[config.mk]
export PLATFORM = sky130hd
export DESIGN_NAME = mcch_ctrl
export DESIGN_NICKNAME = d
export VERILOG_FILES = /design/src/rtl/mcch_pkg.sv /design/src/rtl/mcch_ctrl.sv
export SDC_FILE = /design/constraint.sdc
export NUM_CORES = 1
export LEC_CHECK = 0
export BUFFER_PORTS_ARGS = -buffer_cell sky130_fd_sc_hd__buf_4
export CORE_MARGIN = 5
export CORE_UTILIZATION = 42
export DETAILED_ROUTE_END_ITERATION = 8
export GPL_TIMING_DRIVEN = 0
export PLACE_DENSITY = 0.73
export SLEW_MARGIN = 20
export SYNTH_ARGS = -nofsm -noshare
export SYNTH_HDL_FRONTEND = slang
export SYNTH_SLANG_ARGS = --single-unit
[constraint.sdc]
create_clock -name aclk -period 1.65 [get_ports aclk]
set_input_delay 0.33 -clock aclk [delete_from_list [all_inputs] [get_ports aclk]]
set_output_delay 0.33 -clock aclk [all_outputs]
set_load 0.01 [all_outputs]
[src/rtl/mcch_pkg.sv]
// ----------------------------------------------------------------------------
// mcch_pkg
// Shared types for the monotone chain convex hull block: controller states,
// the command group from controller to datapath and the status group back.
// ----------------------------------------------------------------------------
package mcch_pkg;

    localparam int RESULT_CAP = 64;

    typedef enum logic [3:0] {
        ST_LOAD,
        ST_SORT_I,
        ST_SORT_V,
        ST_SORT_J,
        ST_SORT_CMP,
        ST_SORT_PLACE,
        ST_HULL_INIT,
        ST_HULL_RD,
        ST_HULL_P,
        ST_HULL_TEST,
        ST_HULL_CMP,
        ST_HULL_POPW,
        ST_HULL_PUSH,
        ST_EMIT_RD,
        ST_EMIT_LD,
        ST_EMIT_WAIT
    } state_t;

    typedef struct packed {
        logic load_pt;
        logic sort_init;
        logic sort_rd_i;
        logic sort_cap_v;
        logic sort_rd_prev;
        logic sort_shift;
        logic sort_place;
        logic hull_init;
        logic hull_step;
        logic hull_cap_p;
        logic hull_mul;
        logic hull_pop;
        logic hull_cap_t2;
        logic hull_push;
        logic emit_init;
        logic emit_rd;
        logic emit_load;
        logic emit_next;
        logic finish;
    } cmd_t;

    typedef struct packed {
        logic sort_done;
        logic j_zero;
        logic v_less;
        logic hull_done;
        logic hull_switch;
        logic pop_ok;
        logic not_ccw;
        logic emit_last;
    } status_t;

endpackage

[src/rtl/mcch_ctrl.sv]
// ----------------------------------------------------------------------------
// mcch_ctrl
// Controller: sequences loading, insertion sort, hull construction and
// vertex output through commands to the datapath.
// ----------------------------------------------------------------------------
module mcch_ctrl (
    input  logic             aclk,
    input  logic             aresetn,
    input  logic             s_tvalid,
    input  logic             s_tlast,
    output logic             s_tready,
    output logic             m_tvalid,
    input  logic             m_tready,
    input  mcch_pkg::status_t sts,
    output mcch_pkg::cmd_t    cmd
);
    import mcch_pkg::*;

    state_t state_reg;
    state_t state_next;
    logic   in_xfer;
    logic   out_xfer;

    assign in_xfer  = s_tvalid && (state_reg == ST_LOAD);
    assign out_xfer = m_tready && (state_reg == ST_EMIT_WAIT);

    always_ff @(posedge aclk) begin
        if (!aresetn) begin
            state_reg <= ST_LOAD;
        end else begin
            state_reg <= state_next;
        end
    end

    always_comb begin
        state_next = state_reg;
        unique case (state_reg)
            ST_LOAD: begin
                if (in_xfer && s_tlast) state_next = ST_SORT_I;
            end
            ST_SORT_I: begin
                state_next = sts.sort_done ? ST_HULL_INIT : ST_SORT_V;
            end
            ST_SORT_V: state_next = ST_SORT_J;
            ST_SORT_J: begin
                state_next = sts.j_zero ? ST_SORT_PLACE : ST_SORT_CMP;
            end
            ST_SORT_CMP: begin
                state_next = sts.v_less ? ST_SORT_J : ST_SORT_PLACE;
            end
            ST_SORT_PLACE: state_next = ST_SORT_I;
            ST_HULL_INIT: state_next = ST_HULL_RD;
            ST_HULL_RD: begin
                priority if (sts.hull_done) begin
                    state_next = ST_EMIT_RD;
                end else if (sts.hull_switch) begin
                    state_next = ST_HULL_RD;
                end else begin
                    state_next = ST_HULL_P;
                end
            end
            ST_HULL_P: state_next = ST_HULL_TEST;
            ST_HULL_TEST: begin
                state_next = sts.pop_ok ? ST_HULL_CMP : ST_HULL_PUSH;
            end
            ST_HULL_CMP: begin
                state_next = sts.not_ccw ? ST_HULL_POPW : ST_HULL_PUSH;
            end
            ST_HULL_POPW: state_next = ST_HULL_TEST;
            ST_HULL_PUSH: state_next = ST_HULL_RD;
            ST_EMIT_RD: state_next = ST_EMIT_LD;
            ST_EMIT_LD: state_next = ST_EMIT_WAIT;
            ST_EMIT_WAIT: begin
                if (out_xfer) state_next = sts.emit_last ? ST_LOAD : ST_EMIT_RD;
            end
            default: state_next = ST_LOAD;
        endcase
    end

    always_comb begin
        cmd      = '0;
        s_tready = 1'b0;
        m_tvalid = 1'b0;
        unique case (state_reg)
            ST_LOAD: begin
                s_tready      = 1'b1;
                cmd.load_pt   = in_xfer;
                cmd.sort_init = in_xfer && s_tlast;
            end
            ST_SORT_I:     cmd.sort_rd_i = !sts.sort_done;
            ST_SORT_V:     cmd.sort_cap_v = 1'b1;
            ST_SORT_J:     cmd.sort_rd_prev = !sts.j_zero;
            ST_SORT_CMP:   cmd.sort_shift = sts.v_less;
            ST_SORT_PLACE: cmd.sort_place = 1'b1;
            ST_HULL_INIT:  cmd.hull_init = 1'b1;
            ST_HULL_RD: begin
                cmd.hull_step = !sts.hull_done;
                cmd.emit_init = sts.hull_done;
            end
            ST_HULL_P:     cmd.hull_cap_p = 1'b1;
            ST_HULL_TEST:  cmd.hull_mul = 1'b1;
            ST_HULL_CMP:   cmd.hull_pop = sts.not_ccw;
            ST_HULL_POPW:  cmd.hull_cap_t2 = 1'b1;
            ST_HULL_PUSH:  cmd.hull_push = 1'b1;
            ST_EMIT_RD:    cmd.emit_rd = 1'b1;
            ST_EMIT_LD:    cmd.emit_load = 1'b1;
            ST_EMIT_WAIT: begin
                m_tvalid      = 1'b1;
                cmd.emit_next = out_xfer;
                cmd.finish    = out_xfer && sts.emit_last;
            end
            default: cmd = '0;
        endcase
    end

endmodule

==> results of run 1 <==
cell type report:
type	count	area share (%)
Buffer	4	5.28
Tap cell	15	1.76
Multi-Input combinational cell	69	46.9
Inverter	5	1.76
Timing Repair Buffer	46	33.8
Clock buffer	3	2.11
Sequential cell	4	8.33
layer usage:
metal  GRT usage [%]  up-vias
met5               0        -
met4               0        0
met3            6.51        2
met2            33.7       47
met1            26.7      397
li1                -      405
where the power goes:
group	switching [mW]	total [mW]	internal (mW)
Sequential	0.0474	0.184	0.137
Clock	0.0409	0.122	0.0814
Combinational	0.527	1.12	0.593
Total	0.615	1.43	0.811
worst max-delay path: stages (launching register included):
cell	delay [ps]
dfxtp_4	350
buf_8	130
nor4_4	340
and3_4	250
buf_6	100
how the worst min path moves through the flow:
stage | endpoint | cells after the start
after global routing | state_reg[1] | 2
after CTS | state_reg[1] | 2
after detailed placement | state_reg[1] | 2
after global placement | state_reg[1] | 2
after floorplan | state_reg[1] | 1
final | state_reg[1] | 2
cell usage after synthesis, types with 2 or more instances:
cell      instances  area [um2]
a211oi_1          2        15.0
a21oi_1           2        10.0
a32o_1            2        20.0
and2_1            3        18.8
and3_1            3        18.8
buf_2             3        15.0
buf_6             2        22.5
dfxtp_1           4        80.1
inv_1             5        18.8
nand2_1           6        22.5
nand2b_1          2        12.5
nand2b_4          2        27.5
nor2_1           14        52.6
nor3_1            9        45.0
o21ai_0           2        10.0
o31ai_1           2        15.0
through the flow:
stage | setup slack, ps | TNS (ps)
floorplan | 166 | 0
global placement | 85.3 | 0
detailed placement | 80.7 | 0
CTS | -34.5 | -47.8
global route | -119 | -400
finish | -82.0 | -120
logic make-up after synthesis:
group,count (synthesis)
flops,4
simple gates,49
compound gates,20
buf+inv,11
what timing repair did:
item | CTS | global route
resized for setup | 12 | 14
hold endpoints to repair | 0 | 0
gates cloned | 0 | 0
hold buffers | 0 | 0
buffers inserted | 6 | 7
setup endpoints to repair | 7 | 11
pin swaps | 3 | 4
==> metrics, run 1 <==
share of post-route cells with drive strength above 1 54.2%; DIE HEIGHT 47.3 um; initial antenna violation count 0; row count 13; largest net degree at the start of global routing 19; Synth Area in Compound Gates 26.3%; Post-DP Area 851 um2; Crit Path Max Fanout 5; Pwr Density 1340 nW/um2; clock latency on the worst-skew pair 240 ps; CTS tree yes; syn avg cell area 6.96 um2; Peak Freq 0.577 GHz; fin util 81.9%; post-synthesis cell area 584 um2; sequential fraction of the synthesis area 13.7%; Synth Net Count 97; Max Slew Vio Count 0; # fillers 89; non-filler cells in the finished layout 146; DPL Wire Length 1500 um; commonest non-fill, non-tap cell in the layout buf_4; reg2reg path depth 6; number of diodes 0; crit path capture cmd[17]; Nets 146; total power 1.43 mW; CTS buffer count 3; wire length per cell 16.3 um; synth unique cells 37; critical path launch point type register; via density per instance 5.83; Cells after Synth 84; number of routed nets with antenna violations 0; final instance area 1070 um2; I/O pin cnt 34; largest buffer count on any clock path 2; status complete, but fails checks; Max-Cap Viols 0; H-tree depth 1; first drt pass iteration count 4; max reg flops 4; worst-margin pin slew 337 ps; metal3 WL 237 um; Max Used Layer met4; Reg-to-Reg Start state_reg[3]; number of global-route vias before repair 706; main combinational cell family by area after synthesis simple AND/OR/NAND/NOR gates; critical path endpoint category output port; grt total ovfl 0; hold slack 332 ps; total number of vias 851; Post-synth EDFFs 0; Multi-input gate area 500 um2; Total GRT Usage 20.1%; Die Width 47.3 um; I/O Buffers 33; WP data required 1320 ps; Tmin final 1730 ps; endpoints failing setup 3; Core Area 1300 um2; CP startpoint state_reg[1]; CP Data Arrival Time 1400 ps; Final Hold Fails 0; Fin Clk Skew 7.34 ps; drt total wl 2380 um; RD Place Congestion 0.810; Hold Startpoint aresetn; Most used DFF post-synth dfxtp_1; die outline area 2240 um2; failing checks negative setup slack; most frequent cells in the layout buf_4, nor2_1, nand2_1; clk sink count 4; DP Cell Count 132; Layout area overhead 82.4%; mux share of post-synthesis cell area 0%; DRT met1 WL 923 um; initial core utilization 44.9%; Final Cycle Share 105%; fraction of registers with async set/reset 0%; R2R Path End state_reg[0]; Max VDD drop 1.20 mV; # DRC 0; wire length on met2 1210 um; leak pwr 0.481 nW; Post-Synth Adder-Cell Area 0%; XOR/XNOR Fraction of Synth Area 0%; Rel. slew slack 77.2%; simple-gate share of the synthesized area 49.0%; synth warn 0; first-pass GRT wire length 3240 um; final worst setup slack -82.0 ps; Sequential cell area 88.8 um2; Hold WC Path Type input port to register; clk slew on worst S/H paths 30 ps; FF-to-FF setup slack 170 ps; Root Driver clkbuf_4; worst setup path category register to output port; number of synthesized register bits 4; RSZ-0062 raised after global routing true; Initial DRC Count 42
(Power assumes the default switching activity.)
==> run 2: changes to the inputs <==
--- a/config.mk
+++ b/config.mk
@@ -6,11 +6,13 @@
 export NUM_CORES = 1
 export LEC_CHECK = 0
 export BUFFER_PORTS_ARGS = -buffer_cell sky130_fd_sc_hd__buf_4
+export CELL_PAD_IN_SITES_DETAIL_PLACEMENT = 0
+export CELL_PAD_IN_SITES_GLOBAL_PLACEMENT = 2
 export CORE_MARGIN = 5
-export CORE_UTILIZATION = 42
+export CORE_UTILIZATION = 21
 export DETAILED_ROUTE_END_ITERATION = 8
 export GPL_TIMING_DRIVEN = 0
-export PLACE_DENSITY = 0.73
+export PLACE_DENSITY = 0.74
 export SLEW_MARGIN = 20
 export SYNTH_ARGS = -nofsm -noshare
 export SYNTH_HDL_FRONTEND = slang
==> metrics, run 2 (synthesized netlist as in run 1, its figures left out) <==
via density per instance 5.10 (-12%); largest buffer count on any clock path 2 (unchanged); Max VDD drop 0.849 mV (-29%); endpoints failing setup 3 (unchanged); share of post-route cells with drive strength above 1 57.0% (+2.8 points); Core Area 2710 um2 (+110%); CTS tree yes; largest net degree at the start of global routing 19 (unchanged); CP Data Arrival Time 1380 ps (-20 ps); total number of vias 811 (-4.7%); number of diodes 0 (unchanged); Peak Freq 0.585 GHz (+1.4%); initial core utilization 21.6% (-23 points); CTS Hold Bufs 0 (unchanged); clk slew on worst S/H paths 40 ps (about the same); initial antenna violation count 0 (unchanged); RD Place Congestion 0.811 (+0.11%); I/O Buffers 33 (unchanged); DRT met1 WL 962 um (+4.2%); Hold WC Path Type input port to register; Final Cycle Share 104% (-1.4 points); H-tree depth 1 (unchanged); CTS buffer count 3 (unchanged); I/O pin cnt 34 (unchanged); Tmin final 1710 ps (-23.6 ps); Root Driver clkbuf_4; final instance area 1120 um2 (+5.4%); worst setup path category register to output port; Fin Clk Skew 0.176 ps (-7.16 ps); clock latency on the worst-skew pair 230 ps (about the same); number of global-route vias before repair 820 (+16%); Crit Path Max Fanout 4 (-1); RSZ-0062 raised after global routing true; clk sink count 4 (unchanged); WP data required 1320 ps (about the same); critical path launch point type register; commonest non-fill, non-tap cell in the layout buf_4; first-pass GRT wire length 3710 um (+14%); first drt pass iteration count 4 (unchanged); FF-to-FF setup slack 90 ps (-80 ps); setup tns final -87.7 ps (+32.1 ps); Layout area overhead 92.3%; Total GRT Usage 11.3% (-8.8 points); grt total ovfl 0 (unchanged); critical path endpoint category output port; status complete, but fails checks; leak pwr 0.490 nW (+1.9%); worst-margin pin slew 305 ps (-32.0 ps); DPL Wire Length 1650 um (+10%); fin util 41.5% (-40 points); row count 19 (+6); number of routed nets with antenna violations 0 (unchanged); # fillers 289 (+220%); Initial DRC Count 23 (-45%); final worst setup slack -58.4 ps (+23.6 ps); die outline area 3940 um2 (+76%); # DRC 0 (unchanged); Final Hold Fails 0 (unchanged); Max Used Layer met3; Die Width 62.8 um (+33%); metal3 WL 177 um (-25%); Pwr Density 1240 nW/um2 (-6.9%); most frequent cells in the layout buf_4, nor2_1, nand2_1, inv_1; Nets 143 (-2.1%); max reg flops 4 (unchanged); Max Slew Vio Count 0 (unchanged); failing checks negative setup slack; DIE HEIGHT 62.8 um (+33%); wire length per cell 14.3 um (-12%); Max-Cap Viols 0 (unchanged); wire length on met2 1130 um (-6.2%); drt total wl 2270 um (-4.5%); Post-DP Area 871 um2 (+2.4%); Rel. slew slack 79.7% (+2.4 points)
-- run 2: final timing paths --
path / start / endpoint / cells after the start
worst max-delay path: state_reg[1] / cmd[17] / 4
worst min register to register: state_reg[2] / state_reg[2] / 3
worst min-delay path: aresetn / state_reg[1] / 2
worst max register to register: state_reg[3] / state_reg[0] / 7
-- run 2: timing repair --
| action | 4_1_cts | 5_1_grt |
|---|---|---|
| gates resized for setup | 20 | 17 |
| buffers inserted | 10 | 0 |
| pin swaps | 2 | 3 |
| hold endpoints to repair | 0 | 0 |
| setup endpoints to repair | 8 | 16 |
-- run 2: metrics by stage --
stage	total power, mW	instances	setup WS (ps)	hold slack [ps]
finish	1.40	159	-58.4	323
global route	1.51	159	-124	335
CTS	1.29	159	-55.4	317
detailed placement	0.937	148	51.7	564
global placement	0.951	148	85.5	567
floorplan	0.688	84	166	458
-- run 2: layout make-up --
type | instances | area (um2) | share of cell area [%]
tap | 31 | 38.8 | 3.45
sequential | 4 | 91.3 | 8.13
clock buffer | 3 | 22.5 | 2.00
multi-input combinational | 69 | 537 | 47.8
timing repair buffer | 43 | 350 | 31.2
inverter | 5 | 18.8 | 1.67
buffer | 4 | 65.1 | 5.79
-- run 2: critical path, cell delays in order (launching register included) --
cell     delay [ps]
dfxtp_4         350
buf_8           120
nor4_4          340
and3_4          240
buf_6           100
-- run 2: layer usage --
layer | track usage [%] | up-vias
met3 | 4.32 | 0
met1 | 13.3 | 376
li1 | - | 402
met4 | 2.39 | 0
met5 | 0 | -
met2 | 19.3 | 33
-- run 2: where the power goes --
group	total [mW]	leakage (nW)	internal, mW	switching (mW)
sequential	0.174	0.0350	0.139	0.0350
combinational	1.10	0.441	0.577	0.527
clock	0.120	0.0138	0.0813	0.0391
total	1.40	0.490	0.797	0.601
